### src/rtl/pat_pkg.sv
// Shared types and constants of the 3D affine point transform.
// No dependencies; imported by the transform modules.
package pat_pkg;

    typedef enum logic [2:0] {
        ACT_TRANSLATE = 3'd0,
        ACT_SCALE     = 3'd1,
        ACT_ROT_X     = 3'd2,
        ACT_ROT_Y     = 3'd3,
        ACT_ROT_Z     = 3'd4
    } t_action;

    localparam logic [1:0] CFG_CENTER_X = 2'd0;
    localparam logic [1:0] CFG_CENTER_Y = 2'd1;
    localparam logic [1:0] CFG_CENTER_Z = 2'd2;

    localparam logic [1:0] AX_X = 2'd0;
    localparam logic [1:0] AX_Y = 2'd1;
    localparam logic [1:0] AX_Z = 2'd2;

    localparam logic STATUS_OK         = 1'b0;
    localparam logic STATUS_ZERO_SCALE = 1'b1;

    // inverse of the zero-scale threshold (1e-7)
    localparam int ZERO_EPS_INV = 10000000;

    typedef struct packed {
        logic s1;
        logic s2;
        logic s3;
        logic s4;
    } t_stage_en;

endpackage

### src/rtl/pat_combine.sv
// Final stage: truncated products t1 +/- t2 plus the addend, saturated per axis.
// Depends on pat_pkg.
module pat_combine #(
    parameter int COORD_WIDTH = 32,
    parameter int PW          = 50
) (
    input  logic                          i_clk,
    input  logic                          i_en,
    input  logic signed [PW-1:0]          i_t1  [3],
    input  logic signed [PW-1:0]          i_t2  [3],
    input  logic [2:0]                    i_neg,
    input  logic signed [COORD_WIDTH:0]   i_add [3],
    input  logic                          i_status,
    input  logic                          i_last,
    output logic signed [COORD_WIDTH-1:0] o_p   [3],
    output logic                          o_status,
    output logic                          o_last
);
    import pat_pkg::*;

    localparam int SW = PW + 2;
    localparam logic signed [SW-1:0] SAT_HI =
        {{(SW-COORD_WIDTH+1){1'b0}}, {(COORD_WIDTH-1){1'b1}}};
    localparam logic signed [SW-1:0] SAT_LO =
        {{(SW-COORD_WIDTH+1){1'b1}}, {(COORD_WIDTH-1){1'b0}}};

    logic signed [SW-1:0]          sum [3];
    logic signed [COORD_WIDTH-1:0] n_p [3];
    logic signed [COORD_WIDTH-1:0] r_p [3];
    logic                          r_status;
    logic                          r_last;

    always_comb begin
        for (int j = 0; j < 3; j++) begin
            sum[j] = SW'(i_t1[j]) + (i_neg[j] ? -SW'(i_t2[j]) : SW'(i_t2[j]))
                     + SW'(i_add[j]);
            if (sum[j] > SAT_HI) begin
                n_p[j] = SAT_HI[COORD_WIDTH-1:0];
            end else if (sum[j] < SAT_LO) begin
                n_p[j] = SAT_LO[COORD_WIDTH-1:0];
            end else begin
                n_p[j] = sum[j][COORD_WIDTH-1:0];
            end
        end
    end

    always_ff @(posedge i_clk) begin
        if (i_en) begin
            r_p      <= n_p;
            r_status <= i_status;
            r_last   <= i_last;
        end
    end

    assign o_p      = r_p;
    assign o_status = r_status;
    assign o_last   = r_last;

endmodule

### config.mk
export PLATFORM = sky130hd
export DESIGN_NAME = pat_combine
export DESIGN_NICKNAME = d
export VERILOG_FILES = /design/src/rtl/pat_pkg.sv /design/src/rtl/pat_combine.sv
export SDC_FILE = /design/constraint.sdc
export NUM_CORES = 1
export LEC_CHECK = 0
export BUFFER_PORTS_ARGS = -buffer_cell sky130_fd_sc_hd__buf_2
export CAP_MARGIN = 5
export CORE_ASPECT_RATIO = 1.2
export CORE_MARGIN = 2
export CORE_UTILIZATION = 40
export CTS_CLUSTER_DIAMETER = 50
export CTS_CLUSTER_SIZE = 30
export DETAILED_ROUTE_END_ITERATION = 10
export PLACE_DENSITY = 0.62
export SKIP_LAST_GASP = 1
export SYNTH_ARGS = -nofsm -noshare
export SYNTH_HDL_FRONTEND = slang
export SYNTH_SLANG_ARGS = --single-unit
### constraint.sdc
create_clock -name i_clk -period 18.4 [get_ports i_clk]
set_clock_uncertainty 0.15 [all_clocks]
set_input_delay 2.76 -clock i_clk [delete_from_list [all_inputs] [get_ports i_clk]]
set_output_delay 2.76 -clock i_clk [all_outputs]
set_load 0.03 [all_outputs]
==> qor.csv <==
stage,metric,value,unit
place,Buffers on Ports,503,
sta,Final setup viols,0,
logic_synthesis,"flops & latches, synth",98,
logic_synthesis,synth cell count leaders,"xnor2_1 (205), nand2_1 (201), a21oi_1 (179)",
pwr,sequential share of power,0.173,
layout,layout cells sized above 1,0.206,
worst_setup_path,crit end category,flip-flop,
worst_setup_path,"Slowest-stage cell, CP",a21oi_2,
die,Std-Cell Rows,89,
global_routing,antenna violations before repair,2,
logic_synthesis,Post-Synthesis Cells,2339,
place,dpl cells,3400,
layout,"non-filler cells, final",3419,
pwr,Cell Int Power,1.16,mW
die,Horiz. Die Dim,207,um
worst_setup_path,Critical Path Max Stage Delay,0.85,ns
pwr,Comb pwr share,0.754,
worst_setup_path,CP Class,in2reg,
clock_tree,CTS resizes,0,
logic_synthesis,most frequent cell after synthesis,xnor2_1,
sta,Peak Freq,0.0976,GHz
place,Placed Area,22800,um2
die,Top Ports,504,
logic_synthesis,post-synthesis net count,3057,
layout,final layout net count,3492,
pwr,total power draw,2.55,mW
clock_tree,TritonCTS clock tree,done,
layout,Area Overhead vs Synth,17.1,%
die,Die Span Y,247,um
clock_tree,setup bufs post-CTS,0,
clock_tree,CTS buffer count,9,
route,routed len/inst,20.7,um
logic_synthesis,Post-synth top flop,edfxtp_1,
sta,Final WS setup,8.15,ns
die,full die area,51100,um2
pwr,Clk pwr share,0.073,
layout,Finished Cell Area,23100,um2
global_routing,vias in the first global route,20200,
clock_tree,Sink Count,98,
logic_synthesis,Async SR Flop Fraction,0,
route,Final ANT Viol Nets,0,
sta,Final Critical Period,10.25,ns
worst_setup_path,Critical Path Start Type,primary input,
logic_synthesis,"area leader, netlist",fa_1,
worst_setup_path,CP cell instances,buf_2 > or4_1 > or2_1 > or3_1 > or3_1 > or3_1 > inv_1 > nand2_1 > or2_2 > o21ai_0 > xnor2_1 > fa_1 > ha_1 > nand2_1 > or4_1 > or2_2 > a2111oi_0 > nor4_1 > a211oi_1 > a21o_1 > xor2_1 > nor3b_1 > a21oi_2 > o21ai_0,
route,Via-to-Cell Ratio,5.89,
layout,multi-input logic area,16100,um2
sta,Slew headroom,0.170,
place,DP HPWL,61.3,mm
global_routing,pin count of the biggest net entering global routing,52,
worst_setup_path,arrival time at the worst endpoint,10.15,ns
layout,filler instances,4934,
worst_setup_path,crit-path leading delay family,simple AND/OR/NAND/NOR gates,
sta,measured slew at the worst slew-check pin,1.21,ns
pwr,worst vdd ir,74.8,uV
clock_tree,CTS root buffer,clkbuf_16,
worst_setup_path,most frequent CP cell,or3_1,
worst_setup_path,Worst Path Required,18.30,ns
sta,max-slew violation count,0,
clock_tree,"Reg clk slew, reported paths",0.08,ns
logic_synthesis,sequential element share of the synthesized area,0.149,
clock_tree,hold_buf cts,0,
logic_synthesis,ranking of synthesized cells by area,"fa_1 (16%), edfxtp_1 (15%), ha_1 (9.9%), xnor2_1 (9.1%), a21oi_1 (4.5%)",
logic_synthesis,mapped cell area,19700,um2
logic_synthesis,Post-synth EDFFs,98,
global_routing,global route total overflow,0,
layout,sequential cell area,2940,um2
pwr,Cell Pwr Density,110,nW/um2
layout,post-layout util,0.472,
place,gp weighted congestion,0.980,
place,dpl ws,7.82,ns
route,first-pass iteration count of the detailed router,5,
route,via count,20100,
sta,crit share post-route,0.557,
logic_synthesis,Yosys cell types,84,
sta,RSZ-0062 raised after global routing,no,
route,DRT iter0 DRCs,1283,
sta,hold_ws,2.43,ns
global_routing,first-pass GRT wire length,108,mm
clock_tree,CTS Buffer Depth,2,
pwr,switching power,1.39,mW
sta,Fin Setup TNS,0,ns
route,DR DRC count,0,
status,status,finished clean,
worst_setup_path,worst path bufs/invs,2,
min_path,Hold Path Class,in2reg,
die,Starting Density,0.403,
sta,Final Hold Violating Endpoints,0,
worst_setup_path,"Max FO, Critical Path",31,
clock_tree,H-tree depth,3,
logic_synthesis,share of the synthesized area in the top cell type,0.158,
job,Max Cap Violations,0,
pwr,P_leak,9.66,nW
logic_synthesis,average size of a mapped cell,8.44,um2
global_routing,gr usage total,0.270,
die,Core Box Area,49000,um2
pwr,sw frac,0.544,
route,final wirelength,70.9,mm
logic_synthesis,YS warnings,0,
## cell usage in the layout, fill, tap and decap left out, types with 30 or more instances in the layout
cell and count:
nand3_1 37, o221ai_1 30, buf_2 502, fa_1 156, xor2_1 63, o31ai_1 44, inv_1 101, edfxtp_1 98
nand2_1 201, nor3_1 43, nand4_1 49, xnor2_1 205, a21o_1 77, o21ai_1 36, a21oi_1 179, o21ai_0 178
ha_1 156, or3_1 53, nor2_1 129
## flip-flops by register name, indices dropped and copies added, names as in the netlist
signal    count
o_status      1
o_p          96
o_last        1
## layer usage
metal | up-vias | global-route usage | routed length (um)
met1 | 9764 | 0.295 | 26200
met2 | 672 | 0.522 | 38000
met5 | - | 0 | 12
li1 | 9565 | - | -
met3 | 137 | 0.0247 | 3310
met4 | 2 | 0.121 | 3360
## final timing paths
| check | from | endpoint | slack, ns | depth (start not counted) |
|---|---|---|---|---|
| max | i_t2[107] | o_p[85] | 8.15 | 24 |
| min | i_last | o_last | 2.43 | 1 |
## power groups by stage
stage	sequential (mW)	combinational (mW)	clock (mW)
after detailed placement	0.442	1.91	0
after global routing	0.446	2.11	0.198
after CTS	0.440	1.92	0.191
after global placement	0.444	1.89	0
after floorplan	0.619	1.14	0
final	0.440	1.92	0.186
## area by class of cell
type                       instances  share of cell area
clock buffer                      10             0.00991
clock inverter                     6             0.00222
timing repair buffer             514               0.113
multi-input combinational       2049               0.697
antenna                            3            0.000325
inverter                         102              0.0166
sequential                        98               0.127
tap                              637              0.0345
## cells by family after synthesis
group           share of synthesized area
compound gates                      0.248
xor+xnor                            0.120
fa+ha+maj                           0.257
buf+inv                            0.0373
flops                               0.149
mux                               0.00463
simple gates                        0.184
Power figures use the tool's default switching activity.
