File: config.mk
export PLATFORM = sky130hd
export DESIGN_NAME = pat_mul
export DESIGN_NICKNAME = d
export VERILOG_FILES = /design/src/rtl/pat_pkg.sv /design/src/rtl/pat_mul.sv
export SDC_FILE = /design/constraint.sdc
export NUM_CORES = 2
export LEC_CHECK = 0
export BUFFER_PORTS_ARGS = -buffer_cell sky130_fd_sc_hd__buf_4
export CELL_PAD_IN_SITES_DETAIL_PLACEMENT = 1
export CELL_PAD_IN_SITES_GLOBAL_PLACEMENT = 1
export CORE_MARGIN = 2
export CORE_UTILIZATION = 45
export CTS_CLUSTER_DIAMETER = 60
export DETAILED_ROUTE_END_ITERATION = 10
export PLACE_DENSITY = 0.83
export SYNTH_ARGS = -nofsm -noshare
export SYNTH_HDL_FRONTEND = slang
export SYNTH_SLANG_ARGS = --single-unit
File: constraint.sdc
create_clock -name i_clk -period 8.85 [get_ports i_clk]
set_input_delay 1.77 -clock i_clk [delete_from_list [all_inputs] [get_ports i_clk]]
set_output_delay 1.77 -clock i_clk [all_outputs]
set_load 0.05 [all_outputs]
File: src/rtl/pat_pkg.sv
// Shared types and constants of the 3D affine point transform.
// No dependencies; imported by the transform modules.
package pat_pkg;

    typedef enum logic [2:0] {
        ACT_TRANSLATE = 3'd0,
        ACT_SCALE     = 3'd1,
        ACT_ROT_X     = 3'd2,
        ACT_ROT_Y     = 3'd3,
        ACT_ROT_Z     = 3'd4
    } t_action;

    localparam logic [1:0] CFG_CENTER_X = 2'd0;
    localparam logic [1:0] CFG_CENTER_Y = 2'd1;
    localparam logic [1:0] CFG_CENTER_Z = 2'd2;

    localparam logic [1:0] AX_X = 2'd0;
    localparam logic [1:0] AX_Y = 2'd1;
    localparam logic [1:0] AX_Z = 2'd2;

    localparam logic STATUS_OK         = 1'b0;
    localparam logic STATUS_ZERO_SCALE = 1'b1;

    // inverse of the zero-scale threshold (1e-7)
    localparam int ZERO_EPS_INV = 10000000;

    typedef struct packed {
        logic s1;
        logic s2;
        logic s3;
        logic s4;
    } t_stage_en;

endpackage

File: src/rtl/pat_mul.sv
// Two-stage signed multiplier: split partial products, then sum and truncate toward zero.
// Depends on pat_pkg.
module pat_mul #(
    parameter int OW = 33,
    parameter int F  = 16
) (
    input  logic                   i_clk,
    input  pat_pkg::t_stage_en     i_en,
    input  logic signed [OW-1:0]   i_a,
    input  logic signed [OW-1:0]   i_b,
    output logic signed [2*OW-F-1:0] o_t
);
    import pat_pkg::*;

    localparam int L   = OW / 2;
    localparam int HW  = OW - L;
    localparam int PW2 = 2 * OW;
    localparam logic signed [PW2-1:0] RND = ({{(PW2-1){1'b0}}, 1'b1} << F) - 1'b1;

    logic signed [OW+L:0]      r_pp_lo;
    logic signed [OW+HW-1:0]   r_pp_hi;
    logic signed [PW2-1:0]     full;
    logic signed [PW2-1:0]     adj;
    logic signed [2*OW-F-1:0]  r_t;

    always_ff @(posedge i_clk) begin
        if (i_en.s2) begin
            r_pp_lo <= i_a * $signed({1'b0, i_b[L-1:0]});
            r_pp_hi <= i_a * $signed(i_b[OW-1:L]);
        end
    end

    always_comb begin
        full = (PW2'(r_pp_hi) <<< L) + PW2'(r_pp_lo);
        adj  = full + (full[PW2-1] ? RND : '0);
    end

    always_ff @(posedge i_clk) begin
        if (i_en.s3) r_t <= adj[PW2-1:F];
    end

    assign o_t = r_t;

endmodule

==> impl_metrics.ini <==
[clocking]
path_clk_slew_ns = 0.07
htree_num_levels = 4
number_of_buffers_inserted_during_clock_tree_synthesis = 17
clock_sinks = 150
clock_insertion_delay_worst_skew_ns = 0.46
tritoncts = yes
clock_tree.buffer_depth = 2
cts_hold_buffers = 0
ctsRootBufferMaster = sky130_fd_sc_hd__clkbuf_16
cts-resized-gates = 0
cts_setup_buffers = 0

[synth]
synth-edff-count = 150
muxShareOfSynthArea_pct = 0.1970
synthesis.instances = 5139
synth-adder-area-share_pct = 52.29
synth_area_in_compound_gates_pct = 7.362
yosysWarnings = 0
syn-cell-area_mm2 = 0.04700
part_of_the_yosys_area_used_for_sequential_elements_pct = 9.585
synth_xor_area_share_pct = 3.131
synthDistinctLibCells = 84
postSynth.asyncResetShare_pct = 0
synth_simple_gate_area_share_pct = 16.25
avg_synthesized_cell_area_um2 = 9.145
mappedNetlistNets = 6550
synth_top_flop_cell = sky130_fd_sc_hd__edfxtp_1
combinational_family_with_the_most_area_after_synthesis = adder cells
postSynthRegisterBits = 150

[sta]
setup-violations-final = 0
maxSlewHeadroom_pct = 44.12
slew_viol_final = 0
skew_ns = 0.01818
maxClockFrequency_ghz = 0.1142
rsz0062_at_grt = no
worst_pin_slew_ns = 0.8357
hold_viol = 0
post-route-period-util_pct = 98.96
timing.hold.ws_ns = 0.8766
post_route_minimum_period_ns = 8.758

[grt]
first_pass_grt_wire_length_um = 230500
largest_net_degree_at_the_start_of_global_routing = 71
track_usage_pct = 27.59
grt.overflow.total = 0
antenna_found_initial = 19
grt_pass1_vias = 42480

[floorplanning]
io_pins = 121
initial_util_pct = 45.41
die_width_um = 327.2
fp.dieH_um = 327.2
fp.dieArea_mm2 = 0.1070
rows = 118
core_box_area_mm2 = 0.1035

[worst_setup_path]
critical_path_cell_count = 23
worstRegToRegCells = 21
critPathCaptureType = register
path_delay_family = adder cells
worst-r2r-setup-slack_ns = 2.26
worstPathArrival_ns = 8.91
timing.critical_path.from_type = input pin
crit_chain = buf_4 -> buf_4 -> nand2_1 -> fa_1 -> inv_1 -> fa_1 -> fa_1 -> fa_1 -> fa_1 -> fa_1 -> ha_1 -> and3_1 -> and3_1 -> and2_1 -> and4_1 -> nand3_1 -> a21oi_1 -> o31ai_1 -> buf_4 -> a31oi_1 -> a21oi_1 -> buf_4 -> xnor2_1
setup.worst_path.class = in2reg
crit_path_max_fanout = 21
rr_endpoint = o_t[15]
timing.critical_path.buf_inv = 5
slowest_stage = sky130_fd_sc_hd__fa_1
cell_mode_on_critical_path = sky130_fd_sc_hd__fa_1
cp-startpoint = i_a[18]
required_ns = 9.01
timing.critical_path.to = r_pp_lo[40]
cp_slowest_stage_delay_ns = 0.61
regToRegStartpoint = r_pp_lo[22]

[drt]
wl_met3_um = 10010
highest_layer = met5
totalWireLength_um = 144600
drtAntennaViolNets = 0
dr_wl_met2_um = 72470
drt_first_iter_violations = 2144
detailroute.via_count = 36260
detail_route.first_pass.iterations = 6
wire_per_inst_um = 21.82
wl_met1_um = 56350
vias_per_cell = 5.473
remaining_drc_errors = 0

[status]
outcome = completed

[finish]
fillCellCount = 11940
area_growth_pct = 8.568
mostFrequentLayoutCells = 1157 x sky130_fd_sc_hd__inv_1, 1040 x sky130_fd_sc_hd__fa_1, 724 x sky130_fd_sc_hd__nand2_1
mostFrequentLayoutCell = sky130_fd_sc_hd__inv_1
layout.nets = 6643
post_route_cells_drive_above_1_share_pct = 7.150

[flow_run]
maxCapViolCount = 0

[worst_hold_path]
holdCritPathClass = reg2reg

[placed_design]
hpwl_um = 124800
io_buffer_count = 118
place.gp.congestion = 0.8919
==> cell usage after synthesis (32+ instances only) <==
cell	n	area, um^2
sky130_fd_sc_hd__a21o_1	84	630.6
sky130_fd_sc_hd__ha_1	300	3754
sky130_fd_sc_hd__nand3_1	54	270.3
sky130_fd_sc_hd__o21ai_0	80	400.4
sky130_fd_sc_hd__inv_1	1157	4343
sky130_fd_sc_hd__fa_1	1040	20820
sky130_fd_sc_hd__nor3_1	46	230.2
sky130_fd_sc_hd__nor2_1	117	439.2
sky130_fd_sc_hd__xnor2_1	121	1060
sky130_fd_sc_hd__xor2_1	47	411.6
sky130_fd_sc_hd__nand4_1	32	200.2
sky130_fd_sc_hd__edfxtp_1	150	4504
sky130_fd_sc_hd__clkbuf_1	230	863.3
sky130_fd_sc_hd__a21oi_1	142	710.7
sky130_fd_sc_hd__nand2_1	724	2718
sky130_fd_sc_hd__and2_1	444	2778
==> worst register-to-register path: stages (launching register included) <==
cell	delay [ns]
sky130_fd_sc_hd__edfxtp_1	0.38
sky130_fd_sc_hd__ha_1	0.43
sky130_fd_sc_hd__a2111oi_0	0.63
sky130_fd_sc_hd__nor3_2	0.17
sky130_fd_sc_hd__a21oi_4	0.27
sky130_fd_sc_hd__o31ai_2	0.17
sky130_fd_sc_hd__a311o_1	0.47
sky130_fd_sc_hd__and3_4	0.21
sky130_fd_sc_hd__o211a_4	0.32
sky130_fd_sc_hd__inv_2	0.31
sky130_fd_sc_hd__ha_1	0.35
sky130_fd_sc_hd__a21o_1	0.18
sky130_fd_sc_hd__a21o_1	0.17
sky130_fd_sc_hd__a21o_1	0.19
sky130_fd_sc_hd__o21ai_0	0.59
sky130_fd_sc_hd__nor2_1	0.13
sky130_fd_sc_hd__o21bai_1	0.29
sky130_fd_sc_hd__nor2_1	0.12
sky130_fd_sc_hd__a41o_1	0.33
sky130_fd_sc_hd__and2_0	0.29
sky130_fd_sc_hd__and3b_1	0.23
sky130_fd_sc_hd__xor2_1	0.14
==> sequential cells by signal, summed over array words and instances (netlist names) <==
register,flops
o_t,50
r_pp_lo,50
r_pp_hi,50
==> cell type report <==
cell class | instances | area [um^2] | share of cell area, %
Antenna cell | 1 | 2.502 | 0.004905
Clock buffer | 17 | 425.4 | 0.8338
Clock inverter | 15 | 183.9 | 0.3605
Inverter | 1158 | 4347 | 8.519
Multi-Input combinational cell | 3592 | 37230 | 72.97
Sequential cell | 150 | 4504 | 8.828
Tap cell | 1380 | 1727 | 3.384
Timing Repair Buffer | 313 | 2600 | 5.096
==> metrics by stage <==
step	TNS [ns]	instances	utilization [%]	setup slack, ns	area (um^2)
2_1_floorplan	0	5139	-	0.5495	47000
6_report	0	6626	49.30	0.09161	51020
5_1_grt	0	6625	49.30	0.01685	51020
3_5_place_dp	-1.162	6593	48.71	-0.2032	50410
4_1_cts	0	6625	49.30	0.2358	51020
3_3_place_gp	-0.05722	6593	48.71	-0.03164	50410
==> cell families (layout without fill, tap and decap cells) <==
group / Yosys count / in the layout
adders and majority gates: 1340 / 1340
buffers and inverters: 1397 / 1503
DFF: 150 / 150
muxes: 9 / 9
other: 0 / 1
AOI/OAI and AO/OA: 516 / 516
and+or+nand+nor: 1559 / 1559
xor gates and xnor gates: 168 / 168
==> layer usage <==
metal | up-vias | GRT usage, %
li1 | 15750 | -
met1 | 18960 | 33.69
met2 | 1206 | 48.81
met3 | 336 | 4.542
met4 | 18 | 10.62
met5 | - | 0
==> worst min-delay path by stage <==
stage                     cells past startpoint     end  slack [ns]  startpoint
after floorplan                               2  o_t[0]        0.75  r_pp_hi[0]
after global placement                        2  o_t[0]        0.82  r_pp_hi[0]
after detailed placement                      2  o_t[0]        0.86  r_pp_hi[0]
after CTS                                     2  o_t[0]        0.87  r_pp_hi[0]
after global routing                          2  o_t[0]        0.92  r_pp_hi[0]
final                                         2  o_t[0]        0.88  r_pp_hi[0]
Power is not shown: default switching activity piles up to over one toggle a cycle in this logic, so the estimate is an artifact.
